**src/hw/rtl/lsbw_widx.sv**
```systemverilog
module lsbw_widx #(
    parameter int DATA_WORDS = 32768,
    parameter int IDX_W      = 15
) (
    input  logic             aclk,
    input  logic [14:0]      word_addr,
    output logic [IDX_W-1:0] idx
);

    // word address modulo the depth by reciprocal multiply, then one correction
    localparam longint unsigned RECIP = (64'd1 << 32) / DATA_WORDS;
    localparam int RECIP_W = $clog2(RECIP + 1);
    localparam int PROD_W  = 15 + RECIP_W;
    localparam int Q_W     = PROD_W - 32;
    localparam logic [RECIP_W-1:0] RECIP_K = RECIP_W'(RECIP);
    localparam logic [15:0] DEPTH = 16'(DATA_WORDS);

    logic [PROD_W-1:0] prod_reg;
    logic [14:0]       addr_d_reg;
    logic [IDX_W-1:0]  idx_reg;
    logic [Q_W-1:0]    quot;
    logic [15:0]       rem;
    logic [15:0]       rem_fix;

    always_comb begin
        quot    = prod_reg[PROD_W-1:32];
        rem     = {1'b0, addr_d_reg} - 16'(quot * DEPTH);
        rem_fix = (rem >= DEPTH) ? rem - DEPTH : rem;
    end

    always_ff @(posedge aclk) begin
        prod_reg   <= PROD_W'(word_addr) * PROD_W'(RECIP_K);
        addr_d_reg <= word_addr;
        idx_reg    <= rem_fix[IDX_W-1:0];
    end

    assign idx = idx_reg;

endmodule

```
**config.mk**
```make
export PLATFORM = sky130hd
export DESIGN_NAME = lsbw_widx
export DESIGN_NICKNAME = d
export VERILOG_FILES = /design/src/hw/rtl/lsbw_widx.sv
export SDC_FILE = /design/constraint.sdc
export NUM_CORES = 1
export LEC_CHECK = 0
export ABC_AREA = 1
export ABC_CLOCK_PERIOD_IN_PS = 800
export BUFFER_PORTS_ARGS = -buffer_cell sky130_fd_sc_hd__buf_2
export CAP_MARGIN = 15
export CORE_UTILIZATION = 35
export DETAILED_ROUTE_END_ITERATION = 10
export GPL_ROUTABILITY_DRIVEN = 0
export PLACE_DENSITY = 0.7
export SYNTH_ARGS = -nofsm -noshare
export SYNTH_HDL_FRONTEND = slang
export SYNTH_SLANG_ARGS = --single-unit
```
**constraint.sdc**
```tcl
create_clock -name aclk -period 0.8 [get_ports aclk]
set_input_delay 0.04 -clock aclk [delete_from_list [all_inputs] [get_ports aclk]]
set_output_delay 0.04 -clock aclk [all_outputs]
set_load 0.01 [all_outputs]
```
# Word level (Yosys, flattened, before mapping)
# Cells that the tools add are included.
[totals] register_bits=30 elab_cells=5
[op_classes] muxes=1 n_lt_le_gt_ge=1 addsub=1
[op_table] op="$ge A15 B16 Y1 const B" count=1
[op_table] op="$mux W15" count=1
[op_table] op="$sub A15 B1 Y15 const B" count=1

# Depth between registers and ports, before layout
# Gate-level depths: netlist (run 1).
[logic_depth] ltp_word=2 ltp_mapped=0 ltp_nobuf=0

# Worst setup path after synthesis (run 1)
# No wires, ideal clock.
[synth_timing] path_type="register to register" from="register addr_d_reg[0]" to="register idx_reg[0] (netlist: idx[0])" t_arrival_ns=0.269 period_less_slack_ns=0.380 stages_incl_launch_ff=1 required_ns=0.689 path_buffers=0 setup_slack_ns=0.420 cell_sequence="dfxtp_1"
[synth_via] elab_chain_len=2 word_cells_on_any_way=3
[synth_rtl] element="start, declared" line="19" rtl="logic [14:0] addr_d_reg;"
[synth_rtl] element="start signal, assigned" line="33" rtl="addr_d_reg <= word_addr;"
[synth_rtl] element="$sub A15 B1 Y15 or $ge A15 B16 Y1 (tied branches)" line="28" rtl="rem_fix = (rem >= DEPTH) ? rem - DEPTH : rem;"
[synth_rtl] element="$mux W15 (*)" line="28"
[synth_rtl] element="end signal, assigned" line="34" rtl="idx_reg <= rem_fix[IDX_W-1:0];"
[synth_rtl] element="end, declared" line="20" rtl="logic [IDX_W-1:0] idx_reg;"
# Every way passes the cells marked *; elsewhere a longest branch is shown, timed or not.

# Worst setup path in the final report (run 1)
[layout_timing] from="register idx_reg[4] (netlist: idx[4])" to="output port idx[4]"
[layout_rtl] element="end, declared" line="7" rtl="output logic [IDX_W-1:0] idx"
# No word-level cell between the ends.

==> summary.txt, run 1 <==
Pwr
  • Pwr Total: 2.491 mW
  • Pwr Density: 2533 mW/mm^2
  • Maximum vdd drop: 1708 uV
  • Pleak: 0.4689 nW

Job
  • Max-capacitance violation count: 0

Yosys
  • Area of the mapped netlist: 600.6 sq um
  • Synthesized flop and latch total: 30
  • YS warnings: 0
  • Synth Instances: 30
  • Synthesized Nets: 46
  • Synth unique cells: 1
  • Post-Syn Area per Cell: 20.02 sq um
  • Post-synthesis sequential area ratio: 100.0%

Critical path
  • Worst Path Arrival: 740 ps
  • Slowest CP cell: dfxtp_2
  • CP Cell Sequence: buf_6
  • CP Launch Point: idx[4]$_DFF_P_
  • Cell family with most CP delay: flip-flops
  • CP Capture Type: primary output
  • Instance count on the critical path: 1
  • Worst endpoint required time: 760 ps
  • Crit path to: idx[4]
  • Reg-to-reg startpoint: addr_d_reg[3]$_DFF_P_
  • Type of origin of the critical path: register
  • Crit Path Max Fanout: 1
  • Worst r2r path cells: 0
  • R2R Setup Slk: 390 ps
  • Critical R2R Capture: idx[3]$_DFF_P_
  • Critical path class: reg -> out
  • CP Buf/Inv Count: 1
  • Max stage delay on crit path: 320 ps

Final layout
  • Share of cells above drive strength 1: 47.56%
  • Multi-input gate area: 0 sq um
  • Multi-input gate count: 0
  • Final core occ: 63.08%
  • Post-layout nets: 98
  • Filler cell count: 120
  • Syn-to-layout area delta: 63.75%
  • Most frequent cells in the layout: dfxtp_1 (28), buf_2 (28), dlygate4sd3_1 (15)
  • N_diodes: 0

Global route
  • Largest net degree at the start of global routing: 10
  • GRT Resource Usage Total: 11.37%
  • Number of global-route vias before repair: 358
  • First-pass GRT wire length: 1304 um
  • Number of antenna violations at the first check in global routing: 0
  • Overflow after GRT: 0

Outcome
  • Status: finished with violations
  • Violated checks: design-rule violations

STA
  • Slew Limit Fails: 0
  • Final period util: 97.31%
  • RSZ-0062 raised after global routing: yes
  • Max_slew headroom: 94.53%
  • Fin crit period: 778.4 ps
  • Final setup fails: 0
  • Maximum clock frequency: 1285 MHz
  • Final hold vios: 0
  • Clock Skew: 2.313 ps
  • Worst Tran Pin Value: 82.11 ps

Route
  • # DRC: 7
  • Average vias per placed instance: 3.878
  • Final WL: 885 um
  • Drt pass-1 iters: 6
  • 1st-iter DRT viols: 8
  • Routed Antenna Nets: 0
  • DR WL/cell: 9.031 um
  • Vias: 380

Placement
  • IO buf count: 30

Min path
  • Worst min path class: reg -> reg

Die
  • Die span in x: 43.43 um
  • Die area: 0.001886 sq mm
  • Chip height: 43.43 um
  • Ports: 31
  • Initial core utilization: 38.52%
  • Rows: 14
  • Core area: 0.001559 sq mm

CTS
  • Clock Latency Late Sink: 310 ps
  • Setup bufs post-CTS: 0
  • Root buffer cell: clkbuf_4
  • CTS tree: built
  • Sink Count: 30
  • Clock transition at the registers of the reported paths: 80 ps
  • CTS buffer count: 5
  • Worst-case clock buffer depth: 2
  • H-tree depth: 2
-- Yosys cell counts --
library cell	count	share of area (%)
dfxtp_1	30	100
-- power by group --
group	total (mW)	internal, mW	switching [mW]
Combinational	0.155	0.104	0.0507
Clock	0.746	0.315	0.431
Sequential	1.59	1.57	0.0164
Total	2.49	1.99	0.498
-- layer usage --
metal	GRT usage, %	vias to the layer above	wire [um]
met2	20.61	19	500
li1	-	195	-
met1	5.946	164	292
met4	9.375	0	12
met5	0	-	0
met3	10.00	2	80
-- logic make-up after synthesis --
logic type,after synthesis,share of synthesized area [%]
flops,30,100.0
-- per-stage QoR --
step                cells  setup TNS (ps)  cell area (sq um)  hold slack, ps  worst slack (ps)
global route           98          -343.8              983.4           326.7            -42.05
floorplan              30               0              600.6           67.72             420.0
global placement       76               0              770.7           142.9             359.0
finish                 98               0              983.4           327.7             21.55
CTS                    98          -19.83              975.9           330.1            -12.45
detailed placement     76               0              770.7           143.6             340.4
-- worst min-delay path by stage --
| stage | start | endpoint | cells after the start |
|---|---|---|---|
| finish | addr_d_reg[4]$_DFF_P_ | idx[4]$_DFF_P_ | 0 |
| floorplan | word_addr[0] | addr_d_reg[0]$_DFF_P_ | 0 |
| global placement | word_addr[2] | addr_d_reg[2]$_DFF_P_ | 1 |
| detailed placement | word_addr[8] | addr_d_reg[8]$_DFF_P_ | 1 |
| global route | addr_d_reg[4]$_DFF_P_ | idx[4]$_DFF_P_ | 0 |
| CTS | addr_d_reg[4]$_DFF_P_ | idx[4]$_DFF_P_ | 0 |
-- what timing repair did --
item	CTS	global route
gates resized for setup	2	2
hold buffers	15	0
pin swaps	0	0
endpoints found under the setup margin	5	15
endpoints found under the hold margin	15	0
-- layout make-up --
class | count | area, sq um | area share [%]
Clock buffer | 5 | 37.54 | 3.817
Sequential cell | 30 | 603.1 | 61.32
Clock inverter | 2 | 10.01 | 1.018
Tap cell | 16 | 20.02 | 2.036
Timing Repair Buffer | 45 | 312.8 | 31.81
(Power assumes the default switching activity.)
==> run 2: changes to the inputs <==
Settings changed: CTS_BUF_LIST from default to sky130_fd_sc_hd__clkbuf_8 sky130_fd_sc_hd__clkbuf_16, GPL_TIMING_DRIVEN from default to 0.
==> run 2 against run 1 <==
  * The flow still finishes with violations (design-rule violations)
  * Total power grew 23%
  * Worst setup slack improved by 44 ps
  * Cell count grew 1.0%
  * First-iteration DRC count down 13%
  * Clock power is 80% higher
  * Cell area up 4.8%
  * Combinational power down 3%
  * Register-to-register slack about the same
==> summary.txt, run 2 (synthesis gave the netlist of run 1 again) <==
Outcome
  • Status: finished with violations
  • Violated checks: design-rule violations

Route
  • Drt pass-1 iters: 6
  • 1st-iter DRT viols: 7
  • Routed Antenna Nets: 0
  • # DRC: 7
  • Vias: 380
  • Average vias per placed instance: 3.838
  • DR WL/cell: 8.990 um
  • Final WL: 890 um

Final layout
  • Syn-to-layout area delta: 71.67%
  • Multi-input gate count: 0
  • Share of cells above drive strength 1: 45.78%
  • Post-Layout Inst Area: 0.001031 sq mm
  • Multi-input gate area: 0 sq um
  • Most frequent cells in the layout: dfxtp_1 (30), buf_2 (30), dlygate4sd3_1 (15)
  • Post-layout nets: 98
  • N_diodes: 0

Pwr
  • Cell-internal power: 2.540 mW
  • Pwr Density: 2983 mW/mm^2
  • Register share of total power: 51.7%
  • Pleak: 0.4914 nW
  • Clk pwr share: 43.4%
  • Switching Share: 17.41%
  • P_sw: 535.4 uW
  • Gate power share: 4.9%
  • Maximum vdd drop: 1996 uV

Min path
  • Worst min path class: reg -> reg

Placement
  • Post-Place Cell Area: 770.7 sq um
  • IO buf count: 30

Die
  • Initial core utilization: 38.52%
  • Chip height: 43.43 um
  • Rows: 14
  • Ports: 31
  • Core area: 0.001559 sq mm
  • Die area: 0.001886 sq mm
  • Die span in x: 43.43 um

STA
  • Maximum clock frequency: 1362 MHz
  • Max_slew headroom: 95.72%
  • Post-Route Setup TNS: 0 ps
  • Slew Limit Fails: 0
  • Worst Tran Pin Value: 64.03 ps
  • Final hold vios: 0
  • Clock Skew: 1.937 ps
  • RSZ-0062 raised after global routing: no
  • Final period util: 91.79%
  • Final setup fails: 0
  • Fin crit period: 734.3 ps

Critical path
  • Slowest CP cell: dfxtp_1
  • CP Buf/Inv Count: 1
  • Cell family with most CP delay: flip-flops
  • Type of origin of the critical path: register
  • CP Capture Type: primary output
  • Crit Path Max Fanout: 1
  • CP Cell Sequence: buf_2
  • Worst Path Arrival: 690 ps
  • Max stage delay on crit path: 310 ps
  • Worst endpoint required time: 760 ps
  • Critical path class: reg -> out

CTS
  • Sink Count: 30
  • Setup bufs post-CTS: 0
  • CTS tree: built
  • Worst-case clock buffer depth: 2
  • Clock Latency Late Sink: 260 ps
  • H-tree depth: 2
  • Root buffer cell: clkbuf_8
  • CTS buffer count: 5
  • Clock transition at the registers of the reported paths: 60 ps

Global route
  • Largest net degree at the start of global routing: 10
  • GRT Resource Usage Total: 11.79%
  • Overflow after GRT: 0
  • Number of global-route vias before repair: 357
  • First-pass GRT wire length: 1373 um
  • Number of antenna violations at the first check in global routing: 0

Job
  • Max-capacitance violation count: 0
-- run 2: stage by stage --
| step | setup slack [ps] | hold slack, ps | power, mW | instances | utilization, % |
|---|---|---|---|---|---|
| 6_report | 65.71 | 324.5 | 3.075 | 99 | 66.13 |
| 5_1_grt | 14.52 | 330.1 | 3.196 | 99 | 66.13 |
| 4_1_cts | 41.75 | 325.3 | 3.110 | 99 | 66.13 |
| 3_5_place_dp | 334.2 | 143.6 | 1.719 | 76 | 49.44 |
| 3_3_place_gp | 355.3 | 142.5 | 1.713 | 76 | 49.44 |
| 2_1_floorplan | 420.0 | 67.72 | 1.644 | 30 | - |
-- run 2: power groups by stage --
| stage | Clock, mW | Combinational (mW) | Sequential [mW] |
|---|---|---|---|
| floorplan | 0 | 0 | 1.64 |
| global placement | 0 | 0.0921 | 1.62 |
| detailed placement | 0 | 0.0946 | 1.62 |
| CTS | 1.37 | 0.149 | 1.59 |
| global route | 1.44 | 0.162 | 1.60 |
| finish | 1.34 | 0.150 | 1.59 |
-- run 2: final cells by class --
class | count | area (sq um)
flip-flops and latches | 30 | 600.6
fillers | 117 | 528.0
repair buffers | 45 | 300.3
clock buffers | 8 | 110.1
well taps | 16 | 20.02
-- run 2: final timing paths --
path | from | to | slack (ps) | cells after the start
hold / removal | addr_d_reg[14]$_DFF_P_ | idx[14]$_DFF_P_ | 320 | 0
setup reg to reg | addr_d_reg[3]$_DFF_P_ | idx[3]$_DFF_P_ | 400 | 0
hold reg to reg | addr_d_reg[14]$_DFF_P_ | idx[14]$_DFF_P_ | 320 | 0
setup / recovery | idx[1]$_DFF_P_ | idx[1] | 70 | 1
-- run 2: what timing repair did --
| action | 4_1_cts | 5_1_grt |
|---|---|---|
| resized for setup | 0 | 0 |
| hold endpoints to repair | 15 | 0 |
| hold buffers | 15 | 0 |
-- run 2: metal layers --
layer | global-route usage [%] | share of wire [%] | wire (um)
met1 | 6.989 | 31 | 274
met2 | 22.73 | 60 | 533
met5 | 0 | 0 | 0
met3 | 7.500 | 7.1 | 63
met4 | 9.375 | 2.1 | 19
