`src/hw/rtl/lsbw_pkg.sv`:
```
package lsbw_pkg;

    typedef enum logic [1:0] {
        MODE_LD  = 2'd0,
        MODE_ST  = 2'd1,
        MODE_LDR = 2'd2,
        MODE_STR = 2'd3
    } mode_t;

    // first member in the highest bits, so mode, the last member, sits in the lowest bits
    typedef struct packed {
        logic [6:0]  offset;
        logic        decrement;
        logic        increment;
        logic        pre_adjust;
        logic        byte_access;
        logic [15:0] store_value;
        logic [15:0] base_value;
        logic [2:0]  dst_reg;
        logic [2:0]  src_reg;
        mode_t       mode;
    } item_t;

    typedef struct packed {
        logic [15:0] base_value_new;
        logic        base_write;
        logic [15:0] dest_value;
        logic        dest_write;
        logic [15:0] load_data;
        logic [15:0] effective_address;
    } result_t;

    // address generation results handed to the write-back logic
    typedef struct packed {
        logic [15:0] ea;
        logic [15:0] reg_val;
        logic [15:0] st_val;
        logic        base_write;
        logic        same_reg;
    } agu_t;

    localparam int ITEM_W     = $bits(item_t);
    localparam int RESULT_W   = $bits(result_t);
    localparam int S_TDATA_W  = ((ITEM_W + 7) / 8) * 8;
    localparam int M_TDATA_W  = ((RESULT_W + 7) / 8) * 8;
    localparam int ADDR_W     = 16;
    localparam logic [7:0] BYTE_ZERO = 8'h00;

    function automatic logic [15:0] adjust(input logic [15:0] v, input logic inc,
                                           input logic dec, input logic byte_acc);
        logic [15:0] step;
        logic [15:0] r;
        step = byte_acc ? 16'd1 : 16'd2;
        r    = v;
        if (inc) begin
            r = r + step;
        end
        if (dec) begin
            r = r - step;
        end
        return r;
    endfunction

endpackage

```
`src/hw/rtl/lsbw_agu.sv`:
```
module lsbw_agu (
    input  lsbw_pkg::item_t item,
    output lsbw_pkg::agu_t  agu
);
    import lsbw_pkg::*;

    logic [15:0] pre_val;
    logic [15:0] off_ext;

    always_comb begin
        pre_val = item.pre_adjust
                ? adjust(item.base_value, item.increment, item.decrement, item.byte_access)
                : item.base_value;
        off_ext = {{9{item.offset[6]}}, item.offset};

        agu.same_reg   = (item.src_reg == item.dst_reg);
        agu.reg_val    = pre_val;
        agu.base_write = 1'b0;
        agu.ea         = item.base_value + off_ext;
        agu.st_val     = item.store_value;
        if (item.mode == MODE_LD || item.mode == MODE_ST) begin
            agu.ea         = pre_val;
            agu.base_write = item.increment | item.decrement;
            // storing the address register itself stores its value after any pre-adjust
            if (agu.same_reg) begin
                agu.st_val = pre_val;
            end
        end
    end

endmodule

```
`config.mk`:
```
export PLATFORM = sky130hd
export DESIGN_NAME = lsbw_agu
export DESIGN_NICKNAME = d
export VERILOG_FILES = /design/src/hw/rtl/lsbw_pkg.sv /design/src/hw/rtl/lsbw_agu.sv
export SDC_FILE = /design/constraint.sdc
export NUM_CORES = 1
export LEC_CHECK = 0
export BUFFER_PORTS_ARGS = -buffer_cell sky130_fd_sc_hd__buf_2
export CAP_MARGIN = 20
export CORE_MARGIN = 2
export CORE_UTILIZATION = 54
export DETAILED_ROUTE_END_ITERATION = 10
export GPL_ROUTABILITY_DRIVEN = 0
export PLACE_DENSITY_LB_ADDON = 0.2
export SLEW_MARGIN = 20
export SYNTH_ARGS = -nofsm -noshare
export SYNTH_HDL_FRONTEND = slang
export SYNTH_SLANG_ARGS = --single-unit
export TNS_END_PERCENT = 10
```
`constraint.sdc`:
```
create_clock -name vclk -period 9
set_input_delay 0.9 -clock vclk [all_inputs]
set_output_delay 0.9 -clock vclk [all_outputs]
set_load 0.02 [all_outputs]
```
## Word level (Yosys, flattened, before mapping)

Index checks and enable logic that the tools add are counted.
Widths: inputs -> output; s select.

| word-level totals | value |
|---|---|
| bits in registers | 0 |
| memory bits (writable) | 0 |
| bits in read-only memories | 0 |
| memories | 0 |
| output and inout bits | 50 |
| latch bits | 0 |
| word-level logic and storage cells | 15 |

| cells by class | value |
|---|---|
| reduce and logical (&&, ||, !) cells | 2 |
| multipliers | 0 |
| bitwise logic cells | 1 |
| mux-type cells | 7 |
| order comparisons | 0 |
| div/mod/pow operators | 0 |
| $add $sub $neg | 3 |
| shifts and indexed selects | 0 |
| equal/unequal tests | 2 |

Operator list:

| operator | number |
|---|---|
| $mux 16 | 5 |
| $mux 17 | 1 |
| $add 16x16->16 | 1 |
| $add 16x2->16 | 1 |
| $sub 16x2->16 | 1 |
| $eq 3x3->1 | 1 |
| $eq 2x1->1 const B | 1 |
| $logic_not 2->1 | 1 |
| $mux 2 | 1 |
| $logic_or 1x1->1 | 1 |
| $or 1x1->1 | 1 |

## Longest topological paths before layout

Gate-level depths: netlist of the first run.

| depth | value |
|---|---|
| word-level depth | 8 |
| depth in mapped cells | 14 |

## Worst setup path after synthesis of the first run

Ideal clock, no wire load.

| path | value |
|---|---|
| kind | input to output |
| start point | in item[8] (netlist bit) |
| end point | out agu[17] (netlist bit) |
| arrival | 3700 ps |
| cell stages on the path | 14 |
| setup slack | 4400 ps |
| cells stage by stage | ha_1 inv_1 fa_1 nand2_1 o21ai_0 inv_1 ha_1 nand2b_1 nand4b_1 a21oi_1 nand4_1 mux2_4 xnor2_2 mux2_2 |

RTL lines:

| element | RTL line | text |
|---|---|---|
| start, declared | lsbw_agu.sv:2 | `input lsbw_pkg::item_t item,` |
| end, declared | lsbw_agu.sv:3 | `output lsbw_pkg::agu_t agu` |

==> results.md, run 1 <==
- Status: finished clean
- Most numerous cell in the Yosys netlist: nand2_1
- Worst-Margin Slew: 0.633 ns
- Max rail drop VDD: 0.0000452 V
- Fillers: 345
- Max_slew headroom: 0.574
- FMAX: 198 MHz
- Setup_tns: 0 ns
- Die H: 67.2 um
- P_sw: 106 uW
- Compound-Gate Fraction of Synth Area: 0.249
- Reg area: 0 sq um
- Die area: 4520 sq um
- Sequential share of power: 0
- Clk_buf instances: 0
- Synth Area in Simple Gates: 0.305
- CP Cell Sequence: buf_2, ha_1, inv_1, fa_1, nand2_1, o21ai_0, inv_1, ha_1, nand2b_1, nand4b_1, a21oi_1, nand4_1, mux2_4, xnor2_2, mux2_2, buf_2
- Largest net degree at the start of global routing: 31
- Number of max-cap violations: 0
- First-pass GRT wire length: 9560 um
- Drt via density: 5.75
- Net Sw Frac: 0.606
- Grt ovf: 0
- Area Overhead vs Synth: 23.0%
- Fin. Hold Viols: 0
- Share of the synthesized area in the top cell type: 0.110
- Int Pwr: 69.2 uW
- Post-CTS Resized: 0
- Placed cell area: 2650 sq um
- Unrepaired setup endpoints after global routing: false
- Crit path required time: 8.10 ns
- Synth Instances: 307
- Vias in the first global route: 2159
- DRT Pass-1 Iters: 4
- Slew Limit Fails: 0
- Synth Cell Area: 2160 sq um
- Yosys warns: 0
- Post-CTS Setup Inserts: 0
- CP max stage delay: 0.47 ns
- Mux contribution to synthesized area: 0.0928
- Crit-path slowest cell: fa_1
- Top cell type by total area after synthesis: ha_1
- Clock power share: 0
- Layout cells sized above 1: 0.329
- Hold Path Class: in2out
- CP max FO: 6
- Min Tclk post-route: 5.06 ns
- Commonest cells in the netlist: nand2_1, a21oi_1, nor2_1
- Hold buffer count at CTS: 0
- IO buf count: 100
- Initial Util: 0.577
- Mapped Nets: 380
- Startpoint Class: input port
- Crit end category: output port
- Pwr dens: 66.2 nW/um^2
- Routed WL: 5910 um
- HPWL after DPL: 5020 um
- Top Ports: 101
- Core Region: 3740 sq um
- Largest family of logic cells by synthesized area: simple AND/OR/NAND/NOR gates
- Final design utilization: 0.709
- Initial drt markers: 104
- Synth Area in XOR/XNOR: 0.146
- Netlist cell types: 66
- Die X: 67.2 um
- Static leakage: 1.27 nW
- FFs & Latches: 0
- Final period util: 0.562
- Row count: 22
- Post-route ant nets: 0
- DRC violations left: 0
- Comb pwr share: 1.000
- Final nets: 467
- Post-synthesis sequential area ratio: 0
- Initial antenna violation count: 0
- Arr. time, crit path: 4.16 ns
- Fin area: 2650 sq um
- Crit path kind: in2out
- Routed len/inst: 13.4 um
- Final count of negative-setup-slack endpoints: 0
- Overall routing resource usage: 0.258
- Diode count: 0
- Final Power: 176 uW
- Synth area leaders: ha_1, xor2_1, nand2_1
- Post-Syn Area per Cell: 7.03 sq um
- Adder-cell share of the synthesized area: 0.138
- Vias post-DR: 2532
power groups by stage:
stage | logic (mW) | registers [mW] | clock network, mW
floorplan | 0.123 | 0 | 0
global placement | 0.171 | 0 | 0
detailed placement | 0.175 | 0 | 0
CTS | 0.176 | 0 | 0
global route | 0.193 | 0 | 0
finish | 0.176 | 0 | 0
worst paths after layout:
check / startpoint / to / slack, ns / depth (start not counted)
hold / removal: item[24] / agu[2] / 2.14 / 3
setup / recovery: item[40] / agu[17] / 3.94 / 16
through the flow:
stage               hold WS [ns]  cells  setup WS, ns
finish                      2.14    440          3.94
detailed placement          2.15    440          3.95
global placement            2.13    440          4.04
global route                2.15    440          3.64
floorplan                   1.90    307          4.40
CTS                         2.15    440          3.94
cell families (layout without fill, tap and decap cells):
logic type | after synthesis | after routing
simple gates | 115 | 115
mux | 18 | 18
compound gates | 82 | 82
xor+xnor | 35 | 35
buf+inv | 35 | 120
fa+ha+maj | 22 | 22
layer usage:
| layer | track usage | wire length [um] |
|---|---|---|
| met1 | 0.382 | 2860 |
| met5 | 0 | 0 |
| met2 | 0.428 | 2730 |
| met3 | 0.0100 | 316 |
| met4 | 0.0230 | 0 |
cells in the final DEF, fill, tap and decap left out, drive strengths merged, types with 3 or more instances in the layout:
cell,count
nand2b,4
ha,19
o22ai,3
inv,19
a211oi,5
mux2i,8
and3,7
nand4,6
o21ai,26
nand3,9
nor2,21
a21o,3
nor3,11
a21oi,25
fa,3
or3,5
buf,101
mux2,10
nand2,33
nor2b,3
xor2,20
xnor2,15
worst max-delay path, delay by kind of cell:
family / cells / cell delay, ns
AOI/OAI and AO/OA: 2 / 0.54
xor gates and xnor gates: 1 / 0.14
adders and majority gates: 3 / 0.98
buffers and inverters: 4 / 0.47
muxes: 2 / 0.60
and+or+nand+nor: 4 / 0.55
cell type report:
| cell class | instances | area [sq um] | area share |
|---|---|---|---|
| Inverter | 19 | 71.3 | 0.0269 |
| Multi-Input combinational cell | 272 | 2010 | 0.759 |
| Tap cell | 48 | 60.1 | 0.0226 |
| Timing Repair Buffer | 101 | 508 | 0.191 |
Power figures use the tool's default switching activity.
==> run 2: changes to the inputs <==
--- a/config.mk
+++ b/config.mk
@@ -8,7 +8,7 @@
 export BUFFER_PORTS_ARGS = -buffer_cell sky130_fd_sc_hd__buf_2
 export CAP_MARGIN = 20
 export CORE_MARGIN = 2
-export CORE_UTILIZATION = 54
+export CORE_UTILIZATION = 45
 export DETAILED_ROUTE_END_ITERATION = 10
 export GPL_ROUTABILITY_DRIVEN = 0
 export PLACE_DENSITY_LB_ADDON = 0.2
==> constraint.sdc (replaced) <==
create_clock -name vclk -period 4.3
set_input_delay 0.43 -clock vclk [all_inputs]
set_output_delay 0.43 -clock vclk [all_outputs]
set_load 0.02 [all_outputs]
==> results.md, run 2 (synthesis gave the netlist of run 1 again) <==
- Row count: 25
- Int Pwr: 146 uW
- Max rail drop VDD: 0.0000729 V
- Crit path required time: 3.87 ns
- Fin area: 2670 sq um
- Layout cells sized above 1: 0.331
- Fillers: 478
- Sequential share of power: 0
- Post-CTS Setup Inserts: 0
- Startpoint Class: input port
- HPWL after DPL: 4970 um
- Area occupied by multi-input gates: 2010 sq um
- Diode count: 0
- Static leakage: 1.27 nW
- Initial drt markers: 134
- Status: finished clean
- Pwr dens: 138 nW/um^2
- Crit path kind: in2out
- Core Region: 4660 sq um
- Initial Util: 0.463
- Wire length on met1: 3040 um
- Die X: 73.3 um
- Routed len/inst: 13.3 um
- Post-CTS Resized: 0
- Grt ovf: 0
- Unrepaired setup endpoints after global routing: false
- Final cell count without fillers: 447
- Overall routing resource usage: 0.213
- DRT Pass-1 Iters: 4
- Vias post-DR: 2476
- Slew Limit Fails: 0
- CP max FO: 5
- Hold buffer count at CTS: 0
- Worst-Margin Slew: 0.590 ns
- Max_slew headroom: 0.604
- Commonest cells after routing, fill and taps aside: buf_2, nand2_1, a21oi_1
- FMAX: 254 MHz
- Arr. time, crit path: 3.51 ns
- Routed WL: 5960 um
- Placed cell area: 2670 sq um
- P_sw: 222 uW
- Met3 wire len: 274 um
- Number of max-cap violations: 0
- Crit end category: output port
- Fin. Hold Viols: 0
- FFs & Latches: 0
- Placed Instances: 447
- Final period util: 0.916
- WL met2: 2630 um
- Largest net degree at the start of global routing: 31
- IO buf count: 100
- Vias in the first global route: 2094
- Clock power share: 0
- Post-route ant nets: 0
- Drt via density: 5.54
- Comb pwr share: 1.000
- Commonest non-fill, non-tap cell in the layout: buf_2
- Final design utilization: 0.573
- First-pass GRT wire length: 9540 um
- Net Sw Frac: 0.603
- Die H: 73.3 um
- Setup_tns: 0 ns
- Area Overhead vs Synth: 23.7%
- Initial antenna violation count: 0
- Clk_buf instances: 0
- DRC violations left: 0
- Highest routed metal layer: met4
- Hold Path Class: in2out
- Final nets: 468
- Final count of negative-setup-slack endpoints: 0
- Die area: 5370 sq um
- Top Ports: 101
- Reg area: 0 sq um
- Min Tclk post-route: 3.94 ns
-- run 2: cell count changes in the layout (fill, tap and decap cells not counted), sizes merged --
cell  previous run  this run
buf            101       102
-- run 2: worst paths after layout --
check | start | slack (ns) | depth (start not counted) | end
setup / recovery | item[40] | 0.36 | 16 | agu[17]
hold / removal | item[23] | 1.20 | 3 | agu[49]
-- run 2: stage by stage --
stage / power (mW) / hold WS [ns] / worst slack, ns
after floorplan: 0.258 / 0.964 / 0.640
after global placement: 0.362 / 1.19 / 0.419
after detailed placement: 0.367 / 1.20 / 0.357
after CTS: 0.369 / 1.20 / 0.341
after global routing: 0.405 / 1.22 / 0.0801
final: 0.369 / 1.20 / 0.361
-- run 2: metal layers --
metal / vias up / track usage
met5: - / 0
met4: 0 / 0.0165
met3: 2 / 0.00412
met2: 72 / 0.330
met1: 1111 / 0.340
li1: 1291 / -
-- run 2: critical path: stages --
cell      delay, ns
buf_2          0.14
ha_1           0.23
inv_1          0.07
fa_1           0.48
nand2_1        0.06
o21ai_0        0.18
inv_1          0.08
ha_1           0.28
nand2b_1       0.07
nand4b_1       0.12
a21oi_1        0.30
nand4_1        0.16
mux2_4         0.35
xnor2_2        0.14
mux2_2         0.25
buf_2          0.16
-- run 2: power groups by stage --
stage | Clock [mW] | Combinational [mW] | Sequential [mW]
after global routing | 0 | 0.405 | 0
after detailed placement | 0 | 0.367 | 0
after global placement | 0 | 0.362 | 0
after CTS | 0 | 0.369 | 0
final | 0 | 0.369 | 0
after floorplan | 0 | 0.258 | 0
-- run 2: cell type report --
| type | instances | share of cell area |
|---|---|---|
| Timing Repair Buffer | 102 | 0.193 |
| Multi-Input combinational cell | 272 | 0.755 |
| Tap cell | 54 | 0.0253 |
| Inverter | 19 | 0.0267 |
==> run 3: changes to the inputs <==
--- a/config.mk
+++ b/config.mk
@@ -11,7 +11,7 @@
 export CORE_UTILIZATION = 45
 export DETAILED_ROUTE_END_ITERATION = 10
 export GPL_ROUTABILITY_DRIVEN = 0
-export PLACE_DENSITY_LB_ADDON = 0.2
+export PLACE_DENSITY = 0.79
 export SLEW_MARGIN = 20
 export SYNTH_ARGS = -nofsm -noshare
 export SYNTH_HDL_FRONTEND = slang
==> results.md, run 3 (synthesis gave the netlist of run 1 again) <==
- Commonest cells after routing, fill and taps aside: buf_2, nand2_1, a21oi_1
- Max rail drop VDD: 0.0000590 V
- Die area: 5370 sq um
- Setup_tns: 0 ns
- Met1 usage: 0.309
- Diode count: 0
- Max_slew headroom: 0.594
- Slew Limit Fails: 0
- Pwr dens: 138 nW/um^2
- Static leakage: 1.27 nW
- Hold Path Class: in2out
- Routed WL: 5960 um
- CP max FO: 5
- Met3 usage: 0.00412
- CP Cell Sequence: buf_2, ha_1, inv_1, fa_1, nand2_1, o21ai_0, inv_1, ha_1, nand2b_1, nand4b_1, a21oi_1, nand4_1, mux2_4, xnor2_2, mux2_2, buf_2
- Arr. time, crit path: 3.50 ns
- Clk_buf instances: 0
- Crit-path slowest cell: fa_1
- Overall routing resource usage: 0.217
- Hold buffer count at CTS: 0
- Die X: 73.3 um
- GRT Max-Usage Layer: met2
- Drt via density: 5.57
- Worst path top cell family by delay: adder cells
- Vias in the first global route: 2269
- Vias post-DR: 2492
- Largest net degree at the start of global routing: 31
- Post-CTS Setup Inserts: 0
- FFs & Latches: 0
- Grt ovf: 0
- Initial Util: 0.463
- Area Overhead vs Synth: 23.7%
- Routed len/inst: 13.3 um
- Initial antenna violation count: 0
- DRC violations left: 0
- Crit path kind: in2out
- Post-CTS Resized: 0
- DRT Pass-1 Iters: 4
- Final nets: 468
- CP max stage delay: 0.47 ns
- First-pass GRT wire length: 9850 um
- Final count of negative-setup-slack endpoints: 0
- Crit path required time: 3.87 ns
- Commonest non-fill, non-tap cell in the layout: buf_2
- Fin. Hold Viols: 0
- Met2 usage: 0.380
- Top Ports: 101
- Min Tclk post-route: 3.93 ns
- Buf+Inv Stages, Crit Path: 4
- Initial drt markers: 129
- Status: finished clean
- Row count: 25
- Layout cells sized above 1: 0.331
- Unrepaired setup endpoints after global routing: false
- Worst-Margin Slew: 0.604 ns
- Post-route ant nets: 0
- Crit end category: output port
- Core Region: 4660 sq um
- FMAX: 255 MHz
- HPWL after DPL: 5010 um
- IO buf count: 100
- Final period util: 0.913
- Final hold slack: 1.19 ns
- Reg area: 0 sq um
- Die H: 73.3 um
- Number of max-cap violations: 0
- Startpoint Class: input port
## run 3: final cells by class
class | instances | area, sq um
timing repair buffer | 102 | 515
tap | 54 | 67.6
inverter | 19 | 71.3
fill | 461 | 1990
multi-input combinational | 272 | 2010
## run 3: path summary, 6_finish.rpt
kind / from / end / slack, ns / cells after the start
worst max-delay path: item[40] / agu[17] / 0.37 / 16
worst min-delay path: item[23] / agu[49] / 1.19 / 3
## run 3: routing by layer
metal | vias up | wire length [um]
li1 | 1286 | -
met1 | 1147 | 2870
met2 | 57 | 2850
met3 | 2 | 228
met4 | 0 | 17
met5 | - | 0
## run 3: worst min-delay path: cells and delay by family
family	cells	cell delay (ns)
xor+xnor	1	0.06
buf+inv	2	0.27
## run 3: stage by stage
stage / cell area (sq um) / power [mW] / worst slack, ns / instances / utilization
finish: 2670 / 0.368 / 0.375 / 447 / 0.573
global route: 2670 / 0.406 / 0.128 / 447 / 0.573
floorplan: 2160 / 0.258 / 0.640 / 307 / -
CTS: 2670 / 0.368 / 0.368 / 447 / 0.573
global placement: 2670 / 0.360 / 0.425 / 447 / 0.573
detailed placement: 2670 / 0.367 / 0.380 / 447 / 0.573
## run 3: power breakdown
group,switching [mW],internal (mW)
Sequential,0,0
Clock,0,0
Combinational,0.222,0.146
Total,0.222,0.146
